==> src/rtl/core/sgm_pkg.sv <==
// ----------------------------------------------------------------------------
// Sobel gradient magnitude: shared package
// Field widths, configuration register indexes and default sizes used by the
// Sobel edge detector core and its submodules.
// ----------------------------------------------------------------------------
package sgm_pkg;

  // Pixel and result field widths.
  localparam int PIX_W     = 8;
  localparam int GRAD_W    = 11;
  localparam int MAG_W     = 11;
  localparam int SQ_W      = 2 * MAG_W;   // radicand of the square root unit
  localparam int ROW_W     = 16;
  localparam int OUT_COL_W = 10;

  // Configuration port.
  localparam int IW_W      = 11;          // image_width register width
  localparam int CFG_W     = 16;          // widest register
  localparam int CFG_IDX_W = 1;

  localparam logic [CFG_IDX_W-1:0] REG_IMAGE_WIDTH  = CFG_IDX_W'(0);
  localparam logic [CFG_IDX_W-1:0] REG_IMAGE_HEIGHT = CFG_IDX_W'(1);

  localparam logic [IW_W-1:0]  IMAGE_WIDTH_RST  = IW_W'(1024);
  localparam logic [ROW_W-1:0] IMAGE_HEIGHT_RST = ROW_W'(1024);

  // Default line buffer depth.
  localparam int MAX_WIDTH_DEF = 1024;

endpackage

==> src/rtl/core/sgm_isqrt.sv <==
// ----------------------------------------------------------------------------
// Sobel iterative integer square root
// Restoring digit-by-digit square root: one result bit per cycle, giving the
// floor of the square root of the radicand as a MAG_W-bit root.
// ----------------------------------------------------------------------------
module sgm_isqrt
  import sgm_pkg::*;
(
  input  logic             clk,
  input  logic             rst,
  input  logic             start,
  input  logic [SQ_W-1:0]  radicand,
  output logic [MAG_W-1:0] root,
  output logic             done
);

  localparam int STEPS = MAG_W;
  localparam int CNT_W = $clog2(STEPS + 1);
  localparam int REM_W = MAG_W + 2;
  localparam int TRY_W = REM_W + 2;

  logic [SQ_W-1:0]  rad_sh;
  logic [REM_W-1:0] rem;
  logic [CNT_W-1:0] cnt;
  logic [TRY_W-1:0] rem_in;
  logic [TRY_W-1:0] trial;
  logic [TRY_W-1:0] rem_sub;
  logic             fits;

  // Bring down the next two radicand bits and try the next root bit.
  always_comb begin
    rem_in  = {rem, rad_sh[SQ_W-1 -: 2]};
    trial   = {2'b00, root, 2'b01};
    fits    = (rem_in >= trial);
    rem_sub = rem_in - trial;
  end

  always_ff @(posedge clk) begin
    if (rst) begin
      cnt  <= '0;
      done <= 1'b0;
    end else if (start) begin
      rad_sh <= radicand;
      rem    <= '0;
      root   <= '0;
      cnt    <= CNT_W'(STEPS);
      done   <= 1'b0;
    end else if (cnt != '0) begin
      rad_sh <= rad_sh << 2;
      rem    <= fits ? rem_sub[REM_W-1:0] : rem_in[REM_W-1:0];
      root   <= {root[MAG_W-2:0], fits};
      cnt    <= cnt - CNT_W'(1);
      done   <= (cnt == CNT_W'(1));
    end else begin
      done <= 1'b0;
    end
  end

endmodule

==> config.mk <==
export PLATFORM = sky130hd
export DESIGN_NAME = sgm_isqrt
export DESIGN_NICKNAME = d
export VERILOG_FILES = /design/src/rtl/core/sgm_pkg.sv /design/src/rtl/core/sgm_isqrt.sv
export SDC_FILE = /design/constraint.sdc
export NUM_CORES = 1
export LEC_CHECK = 0
export BUFFER_PORTS_ARGS = -buffer_cell sky130_fd_sc_hd__buf_2
export CORE_MARGIN = 10
export CORE_UTILIZATION = 50
export CTS_CLUSTER_DIAMETER = 200
export DETAILED_ROUTE_END_ITERATION = 8
export GPL_TIMING_DRIVEN = 0
export PLACE_DENSITY = 0.84
export SETUP_SLACK_MARGIN = 0.5
export SKIP_LAST_GASP = 1
export SLEW_MARGIN = 10
export SYNTH_ARGS = -nofsm -noshare
export SYNTH_HDL_FRONTEND = slang
export SYNTH_SLANG_ARGS = --single-unit
export TNS_END_PERCENT = 100
==> constraint.sdc <==
create_clock -name clk -period 3.18 [get_ports clk]
set_clock_uncertainty 0.1 [all_clocks]
set_input_delay 0.159 -clock clk [delete_from_list [all_inputs] [get_ports clk]]
set_output_delay 0.159 -clock clk [all_outputs]
set_load 0.005 [all_outputs]
== Yosys cells after proc, flatten, opt, wreduce, memory -nomap -nowiden ==
Cells that the tools add are included.

* Add/sub/neg operators: 2
* Order comparisons: 1
* Equal/unequal tests: 1
* Mux-type cells: 7
* Bitwise operators: 2
* Reduce and logical (&&, ||, !) cells: 5

{| class="wikitable"
|+ Operators by type and width
! kind !! number
|-
| two-way mux 22 bit || 2
|-
| two-way mux 13 bit || 2
|-
| >= comparator 15 x 13 -> 1 bit || 1
|-
| subtractor 13 bit || 1
|-
| two-way mux 11 bit || 1
|-
| two-way mux 4 bit || 2
|-
| == test 4 x 1 -> 1 bit (second input constant) || 1
|-
| nonzero test 4 bit || 1
|-
| subtractor 4 x 1 -> 4 bit (second input constant) || 1
|-
| OR reduction 3 bit || 1
|-
| inverter 1 bit || 2
|-
| AND reduction 2 bit || 1
|-
| nonzero test 2 bit || 1
|-
| OR reduction 2 bit || 1
|}

* Register bits after elaboration: 51
* Input bits: 25
* Output and inout port bits: 12

== Depth between registers and ports, before layout ==
Gate-level depths: netlist of run 1.

* Depth in word-level cells: 3
* Gate-level depth with buffers: 9
* Depth with buffers taken out: 8

== Worst setup path after synthesis of run 1 ==
No wires, ideal clock.

* Kind: in2reg
* Start point: input port start
* End point: register rad_sh[0], enable pin
* Setup time: 0.466 ns
* Data arrival time: 2.889 ns
* Path slack: -0.276 ns
* Cell stages on the path: 3
* Path through: clkbuf_1 > nor3_1 > a21oi_1

* Longest elaborated chain between the ends: 2

{| class="wikitable"
|+ Ends and longest elaborated chain
! element !! line !! source
|-
| start: declaration || sgm_isqrt.sv:11 || <nowiki>input logic start,</nowiki>
|-
| nonzero test 2 bit (no line) || n/a ||
|-
| AND reduction 2 bit (no line) || n/a ||
|-
| end signal: assignment || sgm_isqrt.sv:43 || <nowiki>rad_sh <= radicand;</nowiki>
|-
| end signal: assignment || sgm_isqrt.sv:49 || <nowiki>rad_sh <= rad_sh << 2;</nowiki>
|-
| end: declaration || sgm_isqrt.sv:22 || <nowiki>logic [SQ_W-1:0] rad_sh;</nowiki>
|}

Every way passes these cells.
A chain may end at the register's enable or synchronous reset.

== Worst setup path after layout of run 1 ==
* Start point: register rem[0]
* End point: register rem[10] (data pin)

* Longest elaborated chain between the ends: 3

{| class="wikitable"
|+ Ends and longest elaborated chain
! element !! line !! source
|-
| start: declaration || sgm_isqrt.sv:23 || <nowiki>logic [REM_W-1:0] rem;</nowiki>
|-
| start signal: assignment || sgm_isqrt.sv:50 || <nowiki>rem <= fits ? rem_sub[REM_W-1:0] : rem_in[REM_W-1:0];</nowiki>
|-
| subtractor 13 bit / >= comparator 15 x 13 -> 1 bit (equally long branches) || sgm_isqrt.sv:35, sgm_isqrt.sv:34 ||
|-
| two-way mux 13 bit * || sgm_isqrt.sv:50 ||
|-
| two-way mux 13 bit * || sgm_isqrt.sv:48 || <nowiki>end else if (cnt != '0) begin</nowiki>
|}

Mark *: on every way between the ends. The rest lies on a longest branch, timed or not. The select of a mux whose other input is x is not followed.

==> flow_metrics.tcl, run 1 <==
set metrics [dict create \
    clkTransAtPathRegs_ps 100 \
    sw_frac_of_total_pct 31.0 \
    slowest_delay_ps 420 \
    clkSinkCount 51 \
    via_per_inst 5.52 \
    drc_errors 0 \
    wl_per_cell_um 16.0 \
    finalHoldViolCount 0 \
    power.switching_mw 0.538 \
    dr.pass1.iters 4 \
    fp.dieW_um 93.8 \
    cts_made_buffers 5 \
    drive_gt1_share_pct 26.5 \
    fin_crit_ps 2490 \
    tns_ps 0 \
    crit_arrival_ps 2470 \
    status "finished, final reports clean" \
    grt_pass1_vias 2020 \
    drv_cap 0 \
    powerDensity_nw_per_um2 555 \
    netlist_area_um2 2720 \
    die_area_um2 8790 \
    required_ps 3160 \
    rows 26 \
    avgSynthCellArea_um2 11.8 \
    synth.net_count 268 \
    ys_ff_latch 51 \
    synth.distinct_cells 43 \
    grt_setup_unrepaired "false" \
    leakage_nw 1.27 \
    cts-resized-gates 0 \
    postCtsSetupBuffers 0 \
    fmax_mhz 402 \
    portBuffers 35 \
    synth_common_cells "46 x edfxtp_1, 27 x nor2_1, 20 x mux2_2" \
    clock_path_buffers 2 \
    async_flop_share_pct 0 \
    ir_drop_mv 0.323 \
    grt_overflow 0 \
    synth_top_area_cell "edfxtp_1" \
    initial_core_util_pct 52.3 \
    grt_first_pass_wirelength_mm 9.29 \
    clock_power_share_pct 23.1 \
    syn2layout_area_growth_pct 14.7 \
    yosysMostFrequentCell "edfxtp_1" \
    synth-simple-area-share_pct 11.5 \
    worstPathCellList "ha_1, nor2b_1, o31a_1, o211ai_1, a21boi_1, or3_1, a31o_1" \
    synth_edf_count 46 \
    place_congestion 0.875 \
    grt_max_degree 28 \
    synth_compound_area_share_pct 12.7 \
    synth_cells 230 \
    min_path_type "primary input to register" \
    crit_buf_inv 0 \
    regArea_um2 1480 \
    cts_root_buffer "clkbuf_8" \
    p_int_mw 1.19 \
    end_kind "register" \
    insertion_delay_ps 320 \
    place_hpwl_mm 4.10 \
    max_slew_margin_pct 50.9 \
    synth_top_area_share_pct 50.8 \
    fill_cells 437 \
    setup_viol 0 \
    sequentialPowerShare_pct 49.4 \
    postCtsHoldBufs 1 \
    design.core.area_um2 5200 \
    vias 1905 \
    synthXorXnorAreaFrac_pct 1.93 \
    worst_slew_pin_slew_ps 735 \
    yosys_warnings 0 \
    comb_power_share_pct 27.5 \
    drt_iter0_drc 167 \
    ys_top_cells_by_area "edfxtp_1 51%, mux2_2 8.3%, ha_1 6.0%, nor2_1 3.7%, dfxtp_1 3.7%" \
    critPathSlowestCell "edfxtp_1" \
    yosys.area_share.adder_pct 5.98 \
    nets 312 \
    yosysSeqAreaShare_pct 54.5 \
    synth_top_family_by_area "compound AO/OA/AOI/OAI gates" \
    multi_input_area_um2 1160 \
    synth_mux_area_share_pct 10.1 \
    routed_wirelength_mm 5.52 \
    crit_fanout 5 \
    h-tree-depth 2 \
    track_usage_pct 13.2 \
    crit_family "compound AO/OA/AOI/OAI gates" \
    ant_nets 0 \
    crit_type "register to register" \
    cts_tree "built" \
    fin_crit_sh_pct 78.2 \
    p_total_mw 1.73 \
    die_height_um 93.8 \
    worst_setup_path_start_kind "register" \
    pin_count 37 \
    slew_violations 0 \
    antenna_cells 0 \
    synth_top_flop_cell "edfxtp_1" \
    antenna_found_initial 0 \
    final_core_util_pct 59.9 \
]
## per-stage QoR
| stage | cells | instance area, µm² | setup WS (ps) | hold slack (ps) |
|---|---|---|---|---|
| floorplan | 230 | 2720 | 744 | 128 |
| global placement | 335 | 2990 | 132 | 293 |
| detailed placement | 336 | 3010 | 729 | 327 |
| CTS | 345 | 3120 | 705 | 15.2 |
| finish | 345 | 3120 | 694 | 12.8 |
| global route | 345 | 3120 | 511 | 28.6 |
## layout by cell type, fill, tap and decap left out, types with 2 or more instances in the layout
| master | Yosys | layout |
|---|---|---|
| or3_1 | 2 | 2 |
| a31o_1 | 2 | 2 |
| nor3_1 | 6 | 6 |
| edfxtp_1 | 46 | 46 |
| xnor2_1 | 3 | 3 |
| mux2_2 | 20 | 20 |
| a21boi_0 | 2 | 2 |
| clkbuf_1 | 4 | 4 |
| nand4_1 | 2 | 2 |
| o21a_1 | 3 | 3 |
| a211oi_1 | 2 | 2 |
| buf_2 | 0 | 35 |
| mux2i_1 | 5 | 5 |
| and2_1 | 2 | 2 |
| nor2_1 | 27 | 27 |
| inv_1 | 16 | 16 |
| nand2_1 | 11 | 11 |
| xor2_1 | 3 | 3 |
| clkbuf_8 | 0 | 5 |
| a21oi_1 | 15 | 14 |
| and3_1 | 4 | 4 |
| o21ai_0 | 12 | 12 |
| inv_6 | 0 | 3 |
| ha_1 | 13 | 13 |
| o211ai_1 | 3 | 3 |
| dfxtp_1 | 5 | 5 |
| a21o_1 | 3 | 3 |
## power by group through the flow
stage	combinational, mW	clock, mW	sequential [mW]
final	0.477	0.401	0.855
after global routing	0.530	0.428	0.864
after CTS	0.475	0.405	0.856
after detailed placement	0.471	0	0.870
after global placement	0.454	0	0.869
after floorplan	0.358	0	0.862
## logic make-up after synthesis
group | after synthesis
compound gates | 50
flops | 51
buf+inv | 22
fa+ha+maj | 13
xor+xnor | 6
mux | 25
simple gates | 63
## flip-flops by register name (all words and copies together), names as in the netlist
register and count:
cnt 4, rad_sh 22, done 1, root 11, rem 13
## final cells by class
| type | count | share of cell area, % |
|---|---|---|
| well taps | 70 | 2.81 |
| clock inverters | 3 | 0.842 |
| repair buffers | 37 | 6.58 |
| plain buffers | 6 | 0.963 |
| inverters | 16 | 1.93 |
| flip-flops and latches | 51 | 47.5 |
| clock buffers | 5 | 2.21 |
| multi-input cells | 157 | 37.2 |
## worst paths after layout
kind | slack (ps) | depth (start not counted) | start | to
setup / recovery | 690 | 7 | rem[0]$_SDFFCE_PP0P_ | rem[10]$_SDFFCE_PP0P_
hold / removal | 10 | 2 | radicand[0] | rad_sh[0]$_SDFFCE_PN0P_
setup reg to reg | 690 | 7 | rem[0]$_SDFFCE_PP0P_ | rem[10]$_SDFFCE_PP0P_
hold reg to reg | 440 | 2 | cnt[3]$_SDFFE_PP0N_ | cnt[3]$_SDFFE_PP0N_
## routing by layer
metal,global-route usage [%],vias up,wire (µm)
met5,0,-,0
met4,5.70,0,118
met3,4.56,11,375
met2,21.7,51,2680
met1,15.2,910,2350
li1,-,933,-
Note: power is estimated with default switching activity, not from simulation.
==> inputs of run 2 (changes only) <==
ABC_AREA = 1   (was not set)
PLACE_DENSITY = 0.8   (was 0.84)
clock period = 2.45 ns   (was 3.18 ns; I/O delays follow)
==> run 2 against run 1 <==
  * Global-route usage rose by 4.0 points
  * Synthesized cell count is 63% higher
  * Count of clock-buffer cells in the layout grew 1
  * First-iteration DRC count increased by 56%
  * Design area up 37%
  * Worst hold slack got worse by 11 ps
  * Via count is 52% higher
  * Maximum frequency is 14% higher
  * Setup slack got worse by 420 ps
  * Die area up 8.0%
==> flow_metrics.tcl, run 2 <==
set metrics [dict create \
    status "finished, final reports clean" \
    crit_type "register to register" \
    insertion_delay_ps 300 \
    clkTransAtPathRegs_ps 100 \
    synth.distinct_cells 26 \
    finalHoldViolCount 0 \
    comb_power_share_pct 43.7 \
    slew_violations 0 \
    antenna_cells 0 \
    clkSinkCount 51 \
    fp.dieW_um 97.4 \
    antenna_found_initial 0 \
    dp.cells 484 \
    vias 2888 \
    track_usage_pct 17.2 \
    pin_count 37 \
    stdcell_count 560 \
    final_cell_mix "131 x nand2_1, 46 x edfxtp_1, 40 x buf_4" \
    nets 522 \
    crit_arrival_ps 2140 \
    dpl-instance-area_um2 3270 \
    yosys_warnings 0 \
    end_kind "register" \
    routed_wirelength_mm 8.75 \
    p_int_mw 1.85 \
    drc_errors 0 \
    ant_nets 0 \
    setup_viol 0 \
    fin_crit_ps 2170 \
    yosysSeqAreaShare_pct 49.4 \
    place_hpwl_mm 4.73 \
    cts_root_buffer "clkbuf_8" \
    ys_top_cells_by_area "edfxtp_1 46%, nand2_1 19%, inv_1 6.1%, ha_1 5.4%, nor2_1 4.5%" \
    initial_core_util_pct 50.9 \
    wl_per_cell_um 15.6 \
    ys_ff_latch 51 \
    crit_fanout 6 \
    synth_top_area_cell "edfxtp_1" \
    reg_top3 "rad_sh (22), rem (13), root (11)" \
    drv_cap 0 \
    dr.pass1.iters 5 \
    fin_crit_sh_pct 88.7 \
    synth_common_cells "151 x nand2_1, 49 x inv_1, 46 x edfxtp_1" \
    regArea_um2 1480 \
    worst_slew_pin_slew_ps 570 \
    netlist_area_um2 3000 \
    drt_iter0_drc 260 \
    cts_tree "built" \
    yosysMostFrequentCell "nand2_1" \
    grt_first_pass_wirelength_mm 13.8 \
    sw_frac_of_total_pct 35.6 \
    place_congestion 0.917 \
    max_slew_margin_pct 62.0 \
    grt_setup_unrepaired "true" \
    worst_setup_path_start_kind "register" \
    via_per_inst 5.16 \
    regMostFlops "rad_sh" \
    synth_top_area_share_pct 46.1 \
    portBuffers 35 \
    grt_max_degree 24 \
    design.core.area_um2 5890 \
    post-route-cell-area_um2 4270 \
    multi_input_area_um2 1590 \
    whs_ps 1.99 \
    fill_cells 419 \
    avgSynthCellArea_um2 8.01 \
    r2r_slack_ps 280 \
    die_height_um 97.4 \
    layout_commonest_cell "nand2_1" \
    clock_path_buffers 2 \
    h-tree-depth 2 \
    ir_drop_mv 0.388 \
    sequentialPowerShare_pct 39.3 \
    grt_overflow 0 \
    synth_top_flop_cell "edfxtp_1" \
    tns_ps 0 \
    grt_pass1_vias 2916 \
    syn2layout_area_growth_pct 42.5 \
    die_area_um2 9490 \
    synth_edf_count 46 \
    cts_made_buffers 5 \
    powerDensity_nw_per_um2 672 \
    required_ps 2420 \
    async_flop_share_pct 0 \
    min_path_type "primary input to register" \
    leakage_nw 2.05 \
    drive_gt1_share_pct 35.7 \
    rows 28 \
    fmax_mhz 460 \
    synth_cells 374 \
    clock_power_share_pct 17.0 \
    largest_register_ffs 22 \
    synth.net_count 412 \
    power.switching_mw 1.02 \
]
==> run 2: cell types whose count changed in the layout (fill, tap and decap cells not counted), moves of 20 or more <==
| cell | delta |
|---|---|
| mux2_2 | -20 |
| nand2_1 | +120 |
| nand2_2 | +21 |
| buf_4 | +40 |
| dlygate4sd3_1 | +20 |
| inv_1 | +22 |
==> run 2: critical path, cell delays in order, from the launching register on <==
cell	delay, ps
edfxtp_1	450
ha_4	330
nand2_2	60
nor2_2	120
and2_4	160
nand2_2	70
nand3_4	180
buf_2	220
nand2_1	80
nand2_1	100
nor2_2	50
==> run 2: cells by family (layout without fill, tap and decap cells) <==
logic type      Yosys count  count (layout)  synth area share [%]
simple gates            229             229                  32.4
buf+inv                  60             171                  8.27
flops                    51              51                  49.4
compound gates           16              16                  3.01
fa+ha+maj                13              13                  5.43
xor+xnor                  5               5                  1.46
==> run 2: metal layers <==
metal / part of all wire [%] / GRT usage [%] / routed length (µm) / vias up
li1: - / - / - / 1396
met1: 38 / 18.5 / 3290 / 1320
met2: 52 / 30.8 / 4530 / 141
met3: 7.0 / 4.13 / 616 / 31
met4: 3.6 / 7.72 / 318 / 0
met5: 0 / 0 / 0 / -
==> run 2: cell type report <==
cell class                      count  share of cell area (%)
Clock buffer                        6                    1.70
Multi-Input combinational cell    263                    37.2
Tap cell                           75                    2.20
Clock inverter                      2                   0.293
Buffer                             10                    1.49
Timing Repair Buffer              101                    17.6
Sequential cell                    51                    34.7
Timing Repair inverter              2                   0.293
Inverter                           50                    4.48
==> run 2: worst paths after layout <==
kind | end | depth (start not counted) | startpoint
setup / recovery | rem[9]$_SDFFCE_PP0P_ | 10 | rem[8]$_SDFFCE_PP0P_
hold reg to reg | cnt[3]$_SDFFE_PP0N_ | 2 | cnt[3]$_SDFFE_PP0N_
setup reg to reg | rem[9]$_SDFFCE_PP0P_ | 10 | rem[8]$_SDFFCE_PP0P_
hold / removal | rad_sh[20]$_DFFE_PP_ | 3 | radicand[20]
==> run 2: power groups by stage <==
stage / sequential (mW) / combinational (mW) / clock, mW
6_report: 1.13 / 1.25 / 0.487
3_5_place_dp: 1.13 / 0.737 / 0
2_1_floorplan: 1.12 / 0.569 / 0
4_1_cts: 1.12 / 1.10 / 0.500
5_1_grt: 1.14 / 1.35 / 0.519
3_3_place_gp: 1.13 / 0.721 / 0
==> run 2: through the flow <==
step                total power [mW]  utilization [%]  setup slack, ps
floorplan                       1.69                -              498
global placement                1.85             55.6              169
detailed placement              1.87             55.6              137
CTS                             2.72             70.5              373
global route                    3.01             72.5              216
finish                          2.87             72.5              277
==> run 2: timing repair <==
item,4_1_cts,5_1_grt
setup buffers,35,8
endpoints found under the setup margin,60,60
cloned,3,1
endpoints found under the hold margin,22,0
pin swaps,27,17
gates resized for setup,64,16
hold buffers,21,0
